$ cat src/rtl/sld_pkg.sv
`timescale 1ns / 1ps

package sld_pkg;

	// Result kinds
	localparam logic [2:0] KIND_GEN    = 3'd0;
	localparam logic [2:0] KIND_HASH   = 3'd1;
	localparam logic [2:0] KIND_SIZE   = 3'd2;
	localparam logic [2:0] KIND_PLEN   = 3'd3;
	localparam logic [2:0] KIND_PATH   = 3'd4;
	localparam logic [2:0] KIND_ACCEPT = 3'd5;
	localparam logic [2:0] KIND_REJECT = 3'd6;

	// Reject codes
	localparam logic [2:0] ERR_NONE      = 3'd0;
	localparam logic [2:0] ERR_TRUNCATED = 3'd1;
	localparam logic [2:0] ERR_COUNT     = 3'd2;
	localparam logic [2:0] ERR_PATH      = 3'd3;
	localparam logic [2:0] ERR_TRAILING  = 3'd4;

	// Register map
	localparam int unsigned APB_AW = 3;
	localparam logic [APB_AW-1:0] ADDR_MAX_ENTRY = 3'd0;
	localparam logic [APB_AW-1:0] ADDR_MAX_PATH  = 3'd4;
	localparam logic [31:0] MAX_ENTRY_RESET = 32'd1024;
	localparam logic [15:0] MAX_PATH_RESET  = 16'd4096;

	// Index of the last byte of each fixed field
	localparam logic [3:0] LAST_WORD32 = 4'd3;
	localparam logic [3:0] LAST_WORD64 = 4'd7;
	localparam logic [3:0] LAST_WORD16 = 4'd1;

	typedef enum logic [6:0] {
		PH_GEN   = 7'b0000001,
		PH_COUNT = 7'b0000010,
		PH_HASH  = 7'b0000100,
		PH_SIZE  = 7'b0001000,
		PH_PLEN  = 7'b0010000,
		PH_PATH  = 7'b0100000,
		PH_DONE  = 7'b1000000
	} phase_t;

	typedef struct packed {
		logic [2:0]  kind;
		logic [63:0] value;
		logic [31:0] entry_index;
		logic [2:0]  error_code;
		logic        end_of_run;
	} result_t;

	// Up to two results written per accepted byte
	typedef struct packed {
		logic [1:0] count;
		result_t    first;
		result_t    second;
	} push_t;

	function automatic result_t mk_result(logic [2:0] kind, logic [63:0] value,
			logic [31:0] idx, logic [2:0] err);
		result_t r;
		r.kind        = kind;
		r.value       = value;
		r.entry_index = idx;
		r.error_code  = err;
		r.end_of_run  = 1'b0;
		return r;
	endfunction

endpackage

$ cat src/rtl/sld_if.sv
`timescale 1ns / 1ps

// Byte channel
interface sld_in_if;
	logic       valid;
	logic       ready;
	logic [7:0] data_byte;
	logic       final_byte;

	modport source (output valid, output data_byte, output final_byte, input ready);
	modport sink (input valid, input data_byte, input final_byte, output ready);
endinterface

// Result channel
interface sld_out_if;
	logic        valid;
	logic        ready;
	logic [2:0]  kind;
	logic [63:0] value;
	logic [31:0] entry_index;
	logic [2:0]  error_code;
	logic        end_of_run;

	modport source (output valid, output kind, output value, output entry_index,
		output error_code, output end_of_run, input ready);
	modport sink (input valid, input kind, input value, input entry_index,
		input error_code, input end_of_run, output ready);
endinterface

$ cat src/rtl/script_list_message_decoder.sv
`timescale 1ns / 1ps

// Script list message decoder.
// bytes: one message byte per word, final_byte set on the last byte of a message.
// results: tagged words (generation, hash, size, path length, path byte, accept,
//   reject), end_of_run set on the last word a byte produced.
// APB port: max_entry_count at 0x0, max_path_length at 0x4; write only while idle.
// Results: a byte's words are registered in the output buffer, behind any older words.
// Throughput: one byte per cycle while the buffer has room. A byte yields zero, one or
//   two result words; the four-word output buffer drains one word per cycle while the
//   receiver is ready, so a run of two-word bytes limits input to the output rate.
// Backpressure: bytes.ready drops when the buffer holds more than two words;
//   results wait in the buffer while the receiver stalls, nothing is lost.
// Reset: parser waits for a generation field, buffer empty, limits return to
//   1024 entries and 4096 path bytes. No clearing pass.
module script_list_message_decoder (
	input  logic                        clk,
	input  logic                        arst_n,
	input  logic                        psel,
	input  logic                        penable,
	input  logic                        pwrite,
	input  logic [sld_pkg::APB_AW-1:0]  paddr,
	input  logic [31:0]                 pwdata,
	output logic [31:0]                 prdata,
	output logic                        pready,
	sld_in_if.sink                      bytes,
	sld_out_if.source                   results
);

	logic [31:0] max_entry_q;
	logic [15:0] max_path_q;
	logic        room;
	logic        take;
	logic        wr;
	sld_pkg::push_t push;

	assign pready      = 1'b1;
	assign wr          = psel && penable && pwrite;
	assign bytes.ready = room;
	assign take        = bytes.valid && room;

	// Config registers
	always_ff @(posedge clk or negedge arst_n) begin
		if (!arst_n) begin
			max_entry_q <= sld_pkg::MAX_ENTRY_RESET;
			max_path_q  <= sld_pkg::MAX_PATH_RESET;
		end else if (wr) begin
			if (paddr == sld_pkg::ADDR_MAX_ENTRY) begin
				max_entry_q <= pwdata;
			end
			if (paddr == sld_pkg::ADDR_MAX_PATH) begin
				max_path_q <= pwdata[15:0];
			end
		end
	end

	// Read back
	always_comb begin
		case (paddr)
			sld_pkg::ADDR_MAX_ENTRY: prdata = max_entry_q;
			sld_pkg::ADDR_MAX_PATH:  prdata = {16'd0, max_path_q};
			default:                 prdata = 32'd0;
		endcase
	end

	sld_parse u_parse (
		.clk             (clk),
		.arst_n          (arst_n),
		.take            (take),
		.data_byte       (bytes.data_byte),
		.final_byte      (bytes.final_byte),
		.max_entry_count (max_entry_q),
		.max_path_length (max_path_q),
		.push            (push)
	);

	sld_out_fifo u_fifo (
		.clk    (clk),
		.arst_n (arst_n),
		.push   (push),
		.room   (room),
		.out    (results)
	);

endmodule

$ cat src/rtl/sld_parse.sv
`timescale 1ns / 1ps

// Message parser: state update and result generation for one byte per cycle while bytes are taken
module sld_parse (
	input  logic                 clk,
	input  logic                 arst_n,
	input  logic                 take,
	input  logic [7:0]           data_byte,
	input  logic                 final_byte,
	input  logic [31:0]          max_entry_count,
	input  logic [15:0]          max_path_length,
	output sld_pkg::push_t       push
);

	sld_pkg::phase_t phase_q, phase_n;
	logic [3:0]  fbc_q, fbc_n;
	logic [63:0] shift_q, shift_n;
	logic [31:0] left_q, left_n;
	logic [15:0] plen_q, plen_n;
	logic [31:0] entry_q, entry_n;
	logic        disc_q, disc_n;

	logic [63:0] sh_in;
	logic [63:0] fval;
	logic [3:0]  flast;
	logic        rej;
	logic        mv, sv;
	sld_pkg::result_t mres, sres;

	// Field length and value for the current phase; bytes enter at the top
	always_comb begin
		sh_in = {data_byte, shift_q[63:8]};
		case (phase_q)
			sld_pkg::PH_GEN, sld_pkg::PH_COUNT: begin
				flast = sld_pkg::LAST_WORD32;
				fval  = {32'd0, sh_in[63:32]};
			end
			sld_pkg::PH_HASH, sld_pkg::PH_SIZE: begin
				flast = sld_pkg::LAST_WORD64;
				fval  = sh_in;
			end
			sld_pkg::PH_PLEN: begin
				flast = sld_pkg::LAST_WORD16;
				fval  = {48'd0, sh_in[63:48]};
			end
			default: begin
				flast = 4'd0;
				fval  = 64'd0;
			end
		endcase
	end

	// Next state and results
	always_comb begin
		phase_n = phase_q;
		fbc_n   = fbc_q;
		shift_n = shift_q;
		left_n  = left_q;
		plen_n  = plen_q;
		entry_n = entry_q;
		disc_n  = disc_q;
		rej     = 1'b0;
		mv      = 1'b0;
		sv      = 1'b0;
		mres    = sld_pkg::mk_result(sld_pkg::KIND_GEN, 64'd0, 32'd0, sld_pkg::ERR_NONE);
		sres    = mres;

		if (!disc_q) begin
			case (phase_q)
				sld_pkg::PH_PATH: begin
					mv     = 1'b1;
					mres   = sld_pkg::mk_result(sld_pkg::KIND_PATH, {56'd0, data_byte},
						entry_q, sld_pkg::ERR_NONE);
					plen_n = plen_q - 16'd1;
					if (plen_q == 16'd1) begin
						left_n  = left_q - 32'd1;
						entry_n = entry_q + 32'd1;
						phase_n = (left_q != 32'd1) ? sld_pkg::PH_HASH : sld_pkg::PH_DONE;
					end
				end
				sld_pkg::PH_DONE: begin
					mv   = 1'b1;
					rej  = 1'b1;
					mres = sld_pkg::mk_result(sld_pkg::KIND_REJECT, 64'd0, entry_q,
						sld_pkg::ERR_TRAILING);
				end
				default: begin
					shift_n = sh_in;
					fbc_n   = fbc_q + 4'd1;
					if (fbc_q == flast) begin
						shift_n = 64'd0;
						fbc_n   = 4'd0;
						case (phase_q)
							sld_pkg::PH_GEN: begin
								mv      = 1'b1;
								mres    = sld_pkg::mk_result(sld_pkg::KIND_GEN, fval, 32'd0,
									sld_pkg::ERR_NONE);
								phase_n = sld_pkg::PH_COUNT;
							end
							sld_pkg::PH_COUNT: begin
								if (fval[31:0] > max_entry_count) begin
									mv   = 1'b1;
									rej  = 1'b1;
									mres = sld_pkg::mk_result(sld_pkg::KIND_REJECT, 64'd0,
										entry_q, sld_pkg::ERR_COUNT);
								end else begin
									left_n  = fval[31:0];
									entry_n = 32'd0;
									phase_n = (fval[31:0] != 32'd0) ? sld_pkg::PH_HASH
										: sld_pkg::PH_DONE;
								end
							end
							sld_pkg::PH_HASH: begin
								mv      = 1'b1;
								mres    = sld_pkg::mk_result(sld_pkg::KIND_HASH, fval, entry_q,
									sld_pkg::ERR_NONE);
								phase_n = sld_pkg::PH_SIZE;
							end
							sld_pkg::PH_SIZE: begin
								mv      = 1'b1;
								mres    = sld_pkg::mk_result(sld_pkg::KIND_SIZE, fval, entry_q,
									sld_pkg::ERR_NONE);
								phase_n = sld_pkg::PH_PLEN;
							end
							default: begin
								mv   = 1'b1;
								mres = sld_pkg::mk_result(sld_pkg::KIND_PLEN, fval, entry_q,
									sld_pkg::ERR_NONE);
								if (fval[15:0] > max_path_length) begin
									sv   = 1'b1;
									rej  = 1'b1;
									sres = sld_pkg::mk_result(sld_pkg::KIND_REJECT, 64'd0,
										entry_q, sld_pkg::ERR_PATH);
								end else if (fval[15:0] == 16'd0) begin
									left_n  = left_q - 32'd1;
									entry_n = entry_q + 32'd1;
									phase_n = (left_q != 32'd1) ? sld_pkg::PH_HASH
										: sld_pkg::PH_DONE;
								end else begin
									plen_n  = fval[15:0];
									phase_n = sld_pkg::PH_PATH;
								end
							end
						endcase
					end
				end
			endcase

			// End of message: verdict unless already rejected
			if (final_byte && !rej) begin
				sv = 1'b1;
				if (phase_n == sld_pkg::PH_DONE) begin
					sres = sld_pkg::mk_result(sld_pkg::KIND_ACCEPT, 64'd0, entry_n,
						sld_pkg::ERR_NONE);
				end else begin
					sres = sld_pkg::mk_result(sld_pkg::KIND_REJECT, 64'd0, entry_n,
						sld_pkg::ERR_TRUNCATED);
				end
			end else if (!final_byte && rej) begin
				disc_n = 1'b1;
			end
		end

		// Final byte always restarts the message
		if (final_byte) begin
			disc_n  = 1'b0;
			phase_n = sld_pkg::PH_GEN;
			fbc_n   = 4'd0;
			shift_n = 64'd0;
			left_n  = 32'd0;
			plen_n  = 16'd0;
			entry_n = 32'd0;
		end
	end

	// Pack results in order, mark the last one
	always_comb begin
		push.first  = mv ? mres : sres;
		push.second = sres;
		push.count  = 2'd0;
		if (take) begin
			push.count = {1'b0, mv} + {1'b0, sv};
		end
		if (mv && sv) begin
			push.second.end_of_run = 1'b1;
		end else begin
			push.first.end_of_run = 1'b1;
		end
	end

	// State registers
	always_ff @(posedge clk or negedge arst_n) begin
		if (!arst_n) begin
			phase_q <= sld_pkg::PH_GEN;
			fbc_q   <= 4'd0;
			shift_q <= 64'd0;
			left_q  <= 32'd0;
			plen_q  <= 16'd0;
			entry_q <= 32'd0;
			disc_q  <= 1'b0;
		end else if (take) begin
			phase_q <= phase_n;
			fbc_q   <= fbc_n;
			shift_q <= shift_n;
			left_q  <= left_n;
			plen_q  <= plen_n;
			entry_q <= entry_n;
			disc_q  <= disc_n;
		end
	end

endmodule

$ cat src/rtl/sld_out_fifo.sv
`timescale 1ns / 1ps

// Four-word result buffer; takes up to two words per cycle, gives one while the receiver is ready
module sld_out_fifo (
	input  logic             clk,
	input  logic             arst_n,
	input  sld_pkg::push_t   push,
	output logic             room,
	sld_out_if.source        out
);

	sld_pkg::result_t buf_q [4];
	logic [1:0] wp_q, rp_q;
	logic [2:0] cnt_q;
	logic       pop;
	sld_pkg::result_t head;

	// Room for two more words
	assign room = (cnt_q <= 3'd2);
	assign pop  = out.valid && out.ready;
	assign head = buf_q[rp_q];

	assign out.valid       = (cnt_q != 3'd0);
	assign out.kind        = head.kind;
	assign out.value       = head.value;
	assign out.entry_index = head.entry_index;
	assign out.error_code  = head.error_code;
	assign out.end_of_run  = head.end_of_run;

	// Storage
	always_ff @(posedge clk) begin
		if (push.count != 2'd0) begin
			buf_q[wp_q] <= push.first;
		end
		if (push.count == 2'd2) begin
			buf_q[wp_q + 2'd1] <= push.second;
		end
	end

	// Pointers and fill level
	always_ff @(posedge clk or negedge arst_n) begin
		if (!arst_n) begin
			wp_q  <= 2'd0;
			rp_q  <= 2'd0;
			cnt_q <= 3'd0;
		end else begin
			wp_q  <= wp_q + push.count;
			rp_q  <= rp_q + {1'b0, pop};
			cnt_q <= cnt_q + {1'b0, push.count} - {2'd0, pop};
		end
	end

endmodule

$ cat src/flat_wrapper.sv
// flat-port wrapper written by rule: the top's interface ports become plain ports
module script_list_message_decoder_flat 
  (clk, arst_n, psel, penable, pwrite, paddr, pwdata, prdata, pready, bytes_valid, bytes_data_byte, bytes_final_byte, bytes_ready, results_valid, results_kind, results_value, results_entry_index, results_error_code, results_end_of_run, results_ready);
  sld_in_if bytes_i ();
  sld_out_if results_i ();
  input  logic clk;
  input  logic arst_n;
  input  logic psel;
  input  logic penable;
  input  logic pwrite;
  input  logic [sld_pkg::APB_AW-1:0] paddr;
  input  logic [31:0] pwdata;
  output logic [31:0] prdata;
  output logic pready;
  input wire logic [$bits(bytes_i.valid)-1:0] bytes_valid;
  input wire logic [$bits(bytes_i.data_byte)-1:0] bytes_data_byte;
  input wire logic [$bits(bytes_i.final_byte)-1:0] bytes_final_byte;
  output wire logic [$bits(bytes_i.ready)-1:0] bytes_ready;
  output wire logic [$bits(results_i.valid)-1:0] results_valid;
  output wire logic [$bits(results_i.kind)-1:0] results_kind;
  output wire logic [$bits(results_i.value)-1:0] results_value;
  output wire logic [$bits(results_i.entry_index)-1:0] results_entry_index;
  output wire logic [$bits(results_i.error_code)-1:0] results_error_code;
  output wire logic [$bits(results_i.end_of_run)-1:0] results_end_of_run;
  input wire logic [$bits(results_i.ready)-1:0] results_ready;
  assign bytes_i.valid = bytes_valid;
  assign bytes_i.data_byte = bytes_data_byte;
  assign bytes_i.final_byte = bytes_final_byte;
  assign bytes_ready = bytes_i.ready;
  assign results_valid = results_i.valid;
  assign results_kind = results_i.kind;
  assign results_value = results_i.value;
  assign results_entry_index = results_i.entry_index;
  assign results_error_code = results_i.error_code;
  assign results_end_of_run = results_i.end_of_run;
  assign results_i.ready = results_ready;
  script_list_message_decoder u_core (.clk(clk), .arst_n(arst_n), .psel(psel), .penable(penable), .pwrite(pwrite), .paddr(paddr), .pwdata(pwdata), .prdata(prdata), .pready(pready), .bytes(bytes_i), .results(results_i));
endmodule
$ cat config.mk
export PLATFORM = sky130hd
export DESIGN_NAME = script_list_message_decoder_flat
export DESIGN_NICKNAME = d
export VERILOG_FILES = /design/src/rtl/sld_pkg.sv /design/src/rtl/sld_if.sv /design/src/rtl/script_list_message_decoder.sv /design/src/rtl/sld_parse.sv /design/src/rtl/sld_out_fifo.sv /design/src/flat_wrapper.sv
export SDC_FILE = /design/constraint.sdc
export NUM_CORES = 1
export LEC_CHECK = 0
export ABC_AREA = 1
export ABC_CLOCK_PERIOD_IN_PS = 7700
export CAP_MARGIN = 10
export CELL_PAD_IN_SITES_DETAIL_PLACEMENT = 1
export CELL_PAD_IN_SITES_GLOBAL_PLACEMENT = 1
export CORE_MARGIN = 5
export CORE_UTILIZATION = 48
export DETAILED_ROUTE_END_ITERATION = 16
export DONT_BUFFER_PORTS = 1
export PLACE_DENSITY_LB_ADDON = 0.1
export SLEW_MARGIN = 20
export SYNTH_ARGS = -nofsm -noshare
export SYNTH_HDL_FRONTEND = slang
export SYNTH_SLANG_ARGS = --single-unit
export TNS_END_PERCENT = 30
$ cat constraint.sdc
create_clock -name clk -period 7.7 [get_ports clk]
set_input_delay 1.54 -clock clk [delete_from_list [all_inputs] [get_ports clk]]
set_output_delay 1.54 -clock clk [all_outputs]
set_load 0.01 [all_outputs]
==> impl_summary.md, run 1 <==
Detailed routing
The detailed router finished its first iteration with 2969 violations. For this run, the detailed router's first-pass iteration total came to 5. The routed via count is 31600. The highest layer touched by signal routing is met4. The via-per-instance ratio is 6.12. After detailed routing, the met2 layer carries 54400 microns of wire. Summed over all nets, wire length on met3 after detailed routing comes to 9240 microns. The total wire length is 121000 microns. In this run the remaining antenna-violating nets after routing total 0.

After detailed routing, the wire length on met1 is 55100 microns. The DRC violations left is 0. In the final routed layout, each cell accounts on average for 23.5 microns.

Worst setup path
The top fanout value on the critical path is 68. The sort of element at the end of the critical path is a register. The critical path is of the reg2reg type. The category of the worst setup path launch point is a register. The arrival time at the worst endpoint is 7.26 ns. The required time of the worst setup path is 8.00 ns. The critical path's largest stage delay is 0.73 ns. For flop-to-flop paths, the worst setup slack is 0.73 ns. The cell that appears most often on the critical path is nand2_1. On the critical path, the stage with the largest delay is an instance of buf_4.

STA
On the final layout, the worst clock skew is 0.0212 ns. The upper clock frequency limit is 144 MHz. The count of pins over their slew limit is 0. For the pin with the worst max-slew slack, the measured transition is 1.09 ns.

The final worst slack is 0.734 ns. Setup repair after global routing left no endpoint under its margin. Headroom to the max-slew limit came out at 27.2%. The minimum clock period after layout is 6.97 ns.

The sum of negative setup slack is 0 ns. The final critical-path share of the clock period is 90.5%. The final count of hold timing violations was 0. Setup violations remaining at the end of the flow were counted as 0.

Power
The worst-case IR drop observed on VDD is 0.517 mV. Total power for the finished layout comes to 12.5 mW. The switching power is 5.55 mW. The switching portion of total power is 44.2%. In this run, the combinational gates consume 39.3% of the power. The clock network fraction of design power is 27.8%.

The share of power burned in registers is 32.9%. In this run the power density over the cells is 353 nW/um^2. For this design the static power due to leakage is 15.0 nW. The internal power of the cells is 7.00 mW.

Synthesis
The area share of the largest cell type after synthesis is 15.9%. The most used flip-flop cell after synthesis is dfxtp_1. Averaged over all synthesized cells, the footprint is 7.43 sq um. nand2_1 is the most common cell in the netlist. The count of cell types in the netlist is 57. The post-synth net total is 4510. After synthesis, the cell types taking the most area are dfxtp_1 (16%), dfrtp_1 (15%), edfxtp_1 (14%), nand2_1 (13%), o21ai_0 (9.3%). Sequential cells were found to cover 45.5% of the synthesized design area. The fraction of registers with async set/reset is 33.0%. The number of enable-type register cells in the synthesized netlist is 152. The number of warnings printed during yosys synthesis is 0. In the synthesized netlist, the cells that appear most often are nand2_1 (1120), o21ai_0 (608), nand3_1 (484). The synthesized netlist cell count is 4398. Counting flops and latches in the post-synthesis netlist gives 615. The total standard cell area after synthesis is 32700 sq um. The cell type contributing the most total cell area after synthesis is dfxtp_1.

Place
Timing analysis after detailed placement gives a worst setup slack of 0.861 ns. The count of buffers from port buffering is 0. The final weighted congestion in routability-driven placement is 0.886. The HPWL after detailed placement is 79300 microns.

Global route
The number of global-route vias before repair was 31000. In the global route stage, overall resource usage came out at 31.9%. The number of antenna violations at the first check in global routing was 1. Entering global routing, the biggest net connects 204 pins. The global-route wire length before repair is 187000 microns.

After global routing the overflow that remains totals 0.

Layout
Cells with a size suffix above 1 make up 6.79% of the layout. The final layout contains 4345 nets. The synthesis-to-finish area growth is 8.79%.

Clock network
Once the clock tree was built, the setup fixing pass inserted 0 buffers. The H-tree was split into 3 levels. The insertion delay to the later sink of the worst-skew pair is 0.63 ns.

TritonCTS built the clock tree. In this run, post-CTS repair resized a total of 0 instances. The largest buffer count on any clock path is 3. The tree is rooted in a clkbuf_16. In this run, post-CTS hold repair placed 0 buffers.

The clock net in this run drives a total of 615 sinks. Clock tree synthesis inserted a total of 72 buffers. Clock-pin slew was measured on the worst setup and hold paths at 0.06 ns.

Floorplan
The die covers 73400 sq um. For this design the top-level I/O count stands at 189. The area inside the core boundary is 67400 sq um.

Once the floorplan was initialized, standard cells occupied 48.5% of the core. The floorplan has 95 rows. The die is 271 microns wide. The die is 271 microns tall.

Outcome
The flow ran to the end, and the final reports show no timing, DRC or antenna violations.

Worst hold path
The path class of the tightest hold or removal check is reg2reg.

Flow run
The total of max-cap violations is 0.
## state kept, by name (all words and copies together), names as in the netlist
signal	flops
u_core.u_parse.disc_q	1
u_core.u_parse.shift_q	56
u_core.u_fifo.cnt_q	3
u_core.u_fifo.rp_q	2
u_core.u_parse.phase_q	7
u_core.u_fifo.wp_q	2
u_core.u_parse.left_q	32
u_core.u_parse.entry_q	32
u_core.u_parse.plen_q	16
u_core.u_fifo.buf_q	412
u_core.max_path_q	16
u_core.u_parse.fbc_q	4
u_core.max_entry_q	32
## final timing paths
kind	startpoint	endpoint	cells after the start
min	u_core.u_fifo.buf_q[2][61]	u_core.u_fifo.buf_q[2][61]	2
max reg2reg	u_core.u_parse.phase_q[0]	u_core.u_fifo.buf_q[1][0]	33
max in group asynchronous	arst_n	u_core.u_fifo.rp_q[0]	0
max	u_core.u_parse.phase_q[0]	u_core.u_fifo.buf_q[1][0]	33
min reg2reg	u_core.u_fifo.buf_q[2][61]	u_core.u_fifo.buf_q[2][61]	2
min in group asynchronous	arst_n	u_core.max_path_q[13]	0
## worst max-delay path: cells and delay by family, from the launching register on
kind | cells | cell delay (ns)
AOI/OAI and AO/OA | 1 | 0.30
DFF | 1 | 0.56
buffers and inverters | 8 | 1.58
adders and majority gates | 2 | 0.74
and+or+nand+nor | 22 | 3.39
## routing by layer
metal,GRT usage (%),vias up
met4,6.94,0
met2,50.1,1070
li1,-,14500
met5,0,-
met3,5.64,168
met1,46.4,15800
## stage by stage
| stage | hold slack, ns | std cells | area, sq um | util [%] |
|---|---|---|---|---|
| after floorplan | 0.448 | 4398 | 32700 | - |
| after detailed placement | 0.466 | 5031 | 33100 | 49.2 |
| after global placement | 0.458 | 5031 | 33100 | 49.2 |
| after global routing | 0.495 | 5160 | 35500 | 52.7 |
| final | 0.477 | 5162 | 35500 | 52.7 |
| after CTS | 0.476 | 5159 | 35500 | 52.7 |
## layout by cell type (no fill, tap or decap), types with 7 or more instances in the layout
cell,n
nor2_1,389
dfrtp_1,198
nand3_1,484
o21bai_1,11
nor3_1,33
clkbuf_16,73
nand4_1,23
ha_1,60
nor2_2,8
inv_1,217
o21ai_1,61
clkinv_2,7
clkinv_1,7
xor2_1,42
nor4_1,11
clkbuf_8,15
clkbuf_1,21
nand2_2,46
nor3_4,7
edfxtp_1,152
inv_2,17
a21oi_1,90
o21ai_0,608
dfxtp_1,260
buf_4,39
o22ai_1,163
a21oi_2,10
buf_12,10
nand2_1,1115
nand3_2,13
o211ai_1,13
## power by group through the flow
stage / Sequential (mW) / Clock [mW] / Combinational, mW
floorplan: 3.93 / 0 / 3.46
global placement: 4.16 / 0 / 4.75
detailed placement: 4.17 / 0 / 4.86
CTS: 4.11 / 3.53 / 4.89
global route: 4.15 / 3.66 / 5.40
finish: 4.13 / 3.49 / 4.93
## cell type report
cell class	count	area, sq um
repair buffers	49	493
fillers	8476	31800
diodes	2	5.00
multi-input cells	3247	15800
clock buffers	111	2130
well taps	873	1090
inverters	248	950
clock inverters	17	253
flip-flops and latches	615	14900
## logic make-up after synthesis
family                   share of synthesized area, %
adder cells (fa/ha/maj)                          2.36
buffers and inverters                            6.56
AND/OR/NAND/NOR                                  28.1
AO/OA/AOI/OAI                                    16.3
XOR/XNOR                                         1.18
flip-flops                                       45.5
other                                          0.0115
No activity file was read; power rests on OpenSTA's default activity.
==> inputs of run 2 (changes only) <==
--- a/config.mk
+++ b/config.mk
@@ -5,13 +5,12 @@
 export SDC_FILE = /design/constraint.sdc
 export NUM_CORES = 1
 export LEC_CHECK = 0
-export ABC_AREA = 1
 export ABC_CLOCK_PERIOD_IN_PS = 7700
 export CAP_MARGIN = 10
 export CELL_PAD_IN_SITES_DETAIL_PLACEMENT = 1
 export CELL_PAD_IN_SITES_GLOBAL_PLACEMENT = 1
 export CORE_MARGIN = 5
-export CORE_UTILIZATION = 48
+export CORE_UTILIZATION = 51
 export DETAILED_ROUTE_END_ITERATION = 16
 export DONT_BUFFER_PORTS = 1
 export PLACE_DENSITY_LB_ADDON = 0.1
==> run 2 against run 1 <==
Effect of this change: clock power down 5%; final cell count down 28%; routed wire length shrank 6.0%; critical path depth down 10; area after synthesis fell by 6.6%; worst hold slack got worse by 0.0057 ns; first-iteration DRC count fell by 15%; largest cell class is now registers.
==> impl_summary.md, run 2 <==
Outcome
The flow ran to the end, and the final reports show no timing, DRC or antenna violations.

Synthesis
The number of warnings printed during yosys synthesis is 0. Counting flops with a built-in enable in the synthesized netlist gives 152. After synthesis, the largest family of logic cells by area is compound AO/OA/AOI/OAI gates. By count the netlist is led by o21ai_0 (346), a22o_1 (323), nand2_1 (299). The number of register bits inferred by synthesis is 615. The adder-cell area share of the yosys netlist is 2.52%. In the synthesized netlist the async set-or-reset flop fraction comes to 33.0%.

The post-synth net total is 3115. By area the synthesized netlist is led by dfxtp_1 (17%), dfrtp_1 (16%), edfxtp_1 (15%), a22o_1 (9.3%), mux4_2 (7.6%). Summing the areas of all xor and xnor instances in the mapped netlist gives 0.488% of the synthesized area. The mean instance size in the synthesized netlist is 10.2 sq um. The count of cell types in the netlist is 86. After synthesis the cells add up to 30500 sq um. The dominant cell by count in the synthesized netlist is o21ai_0.

The most common flop cell mapped by yosys is dfxtp_1. The basic-gate share of the synthesized area counting and, or, nand and nor cells is 12.4%. Of the synthesized area, sequential elements account for 48.7%. In the synthesized netlist, the number of instances is 3003. The synthesized design devotes to its leading area cell type 17.1% of total area.

The synthesized netlist devotes 23.6% of its cell area to compound gates. Multiplexer cells account for 7.75% of the synthesized area. The cell type contributing the most total cell area after synthesis is dfxtp_1.

Place
Timing analysis after detailed placement gives a worst setup slack of 0.160 ns. The estimated wirelength of the detail-placed design is 78000 microns. Routability-driven placement finished with a final weighted congestion of 0.948. The count of buffers from port buffering is 0.

Clock network
The H-tree was split into 3 levels. TritonCTS created 69 clock buffers. Counting along the longest clock path gives a buffer depth of 3.

The clock-pin slew of the registers on the worst-case setup and hold paths is 0.06 ns. The number of hold buffers added after CTS was 0. TritonCTS built the clock tree. The sink count of the clock tree is 615. The total setup buffers inserted after CTS is 0. Clock latency on the worst-skew pair, taken at its later pin, is 0.64 ns. The cell sitting at the root of the clock tree is a clkbuf_16.

Floorplan
In this run the horizontal extent of the chip is 255 microns. The number of rows created at floorplan is 89. 189 I/O pins were placed. The effective utilization at floorplan is 51.6%. The overall die height is 255 microns. The area inside the core boundary is 59100 sq um.

The die footprint is 64800 sq um.

Worst setup path
Counting cells, the worst reg-to-reg path comes to 23. In this design, the critical path's most frequently occurring cell is nor2_1. At the worst endpoint, the arrival time is 7.64 ns. The slowest stage of the critical path is the nor4_1 cell. In this run the critical register-to-register path is launched from u_core.u_parse.phase_q[4].

Of all nets on the critical path, the largest fanout is 19. The required time of the worst setup path is 8.05 ns. For flop-to-flop paths, the worst setup slack is 0.40 ns. The critical path in this run is classified as reg2reg.

The endpoint of the worst setup timing path is u_core.u_fifo.buf_q[1][34]. The critical path goes through nor3_2 > and3_2 > buf_12 > a22o_1 > ha_1 > nand4_1 > nor4_1 > nand2b_1 > a31oi_2 > o211ai_1 > and2_1 > o21ai_0 > inv_1 > ha_1 > nor2_1 > nor2_1 > nand2_1 > nor2_1 > a221oi_2 > buf_4 > inv_1 > nand2_1 > o21ai_0. The sort of element at the end of the critical path is a register. The category of the worst setup path launch point is a register. The endpoint identified for the worst register-to-register timing path is u_core.u_fifo.buf_q[1][34].

In this run the worst setup path begins at u_core.u_parse.phase_q[4]. The critical path's largest stage delay is 0.68 ns.

Power
Power spread over the standard cell area amounts to 384 nW/um^2. The total chip power is 12.9 mW. The static leakage is 12.8 nW.

Across the VDD grid, the largest voltage drop is 0.241 mV.

Layout
At the end of the flow, the number of nets in the layout was 3018. In the final layout, the multi-input gates occupy 14400 sq um. The commonest non-fill, non-tap cell in the layout is o21ai_0. Registers take 14900 sq um. The register ranked first by flip-flop count is u_core.u_fifo.buf_q. The register with the most flip-flops in the layout has 412 of them. For this run, the share of the core covered by cells in the final layout is 56.9%. The ratio of cells with drive above 1 in the final layout is 12.9%. Leaving out fill and tap cells, the most frequent cells in the layout are o21ai_0 (346), a22o_1 (323), nand2_1 (299), dfxtp_1 (260), dfrtp_1 (198). The synthesis-to-finish area growth is 10.3%. The count of filler cells inserted in the layout is 6272. In the final layout, the registers with the most flip-flops are u_core.u_fifo.buf_q: 412 flops, u_core.u_parse.shift_q: 56 flops.

STA
In the final timing run, aggregate negative setup slack is 0 ns. On the final layout, the worst hold slack is 0.471 ns. In this run the tightest slew margin relative to its limit is 23.2%. Setup repair after global routing left no endpoint under its margin. The transition at the pin with the smallest max-transition slack is 1.14 ns. The final count of hold timing violations is 0. Dividing the final minimum period by the clock period gives 94.8%. The count of pins over their slew limit is 0. The setup skew after layout is 0.0208 ns.

The upper clock frequency limit is 137 MHz. Setup violations remaining at the end of the flow were counted as 0. The minimum clock period after layout is 7.30 ns. Setup slack closes at 0.402 ns.

Worst hold path
The min-delay analysis places its worst path in the category reg2reg.

Flow run
The total of max-cap violations is 0.

Detailed routing
After detailed routing, the number of vias per cell comes to 7.02. The count of nets left with antenna violations once routing finished came out at 0. After detailed routing, the total wire length is 114000 microns. Summing over every cut layer, the via total after detailed routing is 26200. The initial DRC count is 2509. The routed wire length per instance is 30.5 microns. The DRC violations left is 0. The detailed-router iteration count before antenna repair is 6.

Global route
The number of antenna violations at the first check in global routing came to 1. The number of global-route vias before repair is 26900. The global-route wire length before repair is 172000 microns.

The global-route usage over all layers is 34.4%. The maximum number of pins on one net before global-route repair is 204. The total overflow left after global routing is 0.
[run 2: cell count changes after synthesis, sizes merged, moves of 103 or more]
cell	previous run	this run
nand2	1167	299
nand3	497	85
a22o	0	323
o21ai	670	350
nor2	403	141
inv	232	85
o22ai	163	16
mux4	0	103
[run 2: report_power, final]
group / internal (mW) / switching, mW / leakage [nW]
logic: 1.59 / 3.44 / 5.49
clock network: 1.86 / 1.45 / 1.09
registers: 3.87 / 0.733 / 6.17
total: 7.31 / 5.63 / 12.8
[run 2: timing repair]
action,in CTS,in global routing
setup endpoints to repair,0,58
hold endpoints to repair,0,0
resized for setup,0,2
[run 2: logic make-up (layout without fill, tap and decap cells)]
kind of cell / after synthesis / count (layout)
xor+xnor: 17 / 17
flops: 615 / 615
other cells: 1 / 2
fa+ha+maj: 61 / 61
buf+inv: 362 / 322
simple gates: 795 / 795
compound gates: 1045 / 1045
mux: 107 / 107
[run 2: how the worst min path moves through the flow]
stage / from / end / slack (ns) / depth (start not counted)
final: u_core.u_fifo.buf_q[3][45] / u_core.u_fifo.buf_q[3][45] / 0.47 / 2
after global routing: u_core.u_fifo.buf_q[2][71] / u_core.u_fifo.buf_q[2][71] / 0.49 / 1
after CTS: u_core.u_fifo.buf_q[3][45] / u_core.u_fifo.buf_q[3][45] / 0.47 / 2
after detailed placement: u_core.u_fifo.buf_q[3][45] / u_core.u_fifo.buf_q[3][45] / 0.46 / 2
after global placement: u_core.u_fifo.buf_q[1][49] / u_core.u_fifo.buf_q[1][49] / 0.45 / 2
after floorplan: u_core.u_fifo.buf_q[2][3] / u_core.u_fifo.buf_q[2][3] / 0.44 / 2
[run 2: routing by layer]
metal	wire length (microns)	up-vias	global-route usage (%)
met1	48100	13600	48.2
li1	-	11200	-
met5	11	-	0
met3	9420	219	7.23
met2	53000	1218	54.6
met4	3570	2	10.3
[run 2: cell type report]
| type | instances | area share, % |
|---|---|---|
| Clock buffer | 97 | 5.62 |
| Tap cell | 773 | 2.87 |
| Timing Repair Buffer | 108 | 2.48 |
| Multi-Input combinational cell | 2026 | 42.8 |
| Inverter | 86 | 0.959 |
| Antenna cell | 1 | 0.00743 |
| Sequential cell | 615 | 44.1 |
| Clock inverter | 31 | 1.07 |
[run 2: per-stage QoR]
step	cell area (sq um)	cells
final	33700	3737
after global routing	33700	3736
after CTS	33700	3736
after detailed placement	31400	3608
after global placement	31400	3608
after floorplan	30500	3003
[run 2: critical path, delay by kind of cell, from the launching register on]
kind                       cells  cell delay [ns]
buffers and inverters          4             0.82
and+or+nand+nor               11             3.22
adders and majority gates      2             0.61
DFF                            1             0.53
AOI/OAI and AO/OA              6             1.80
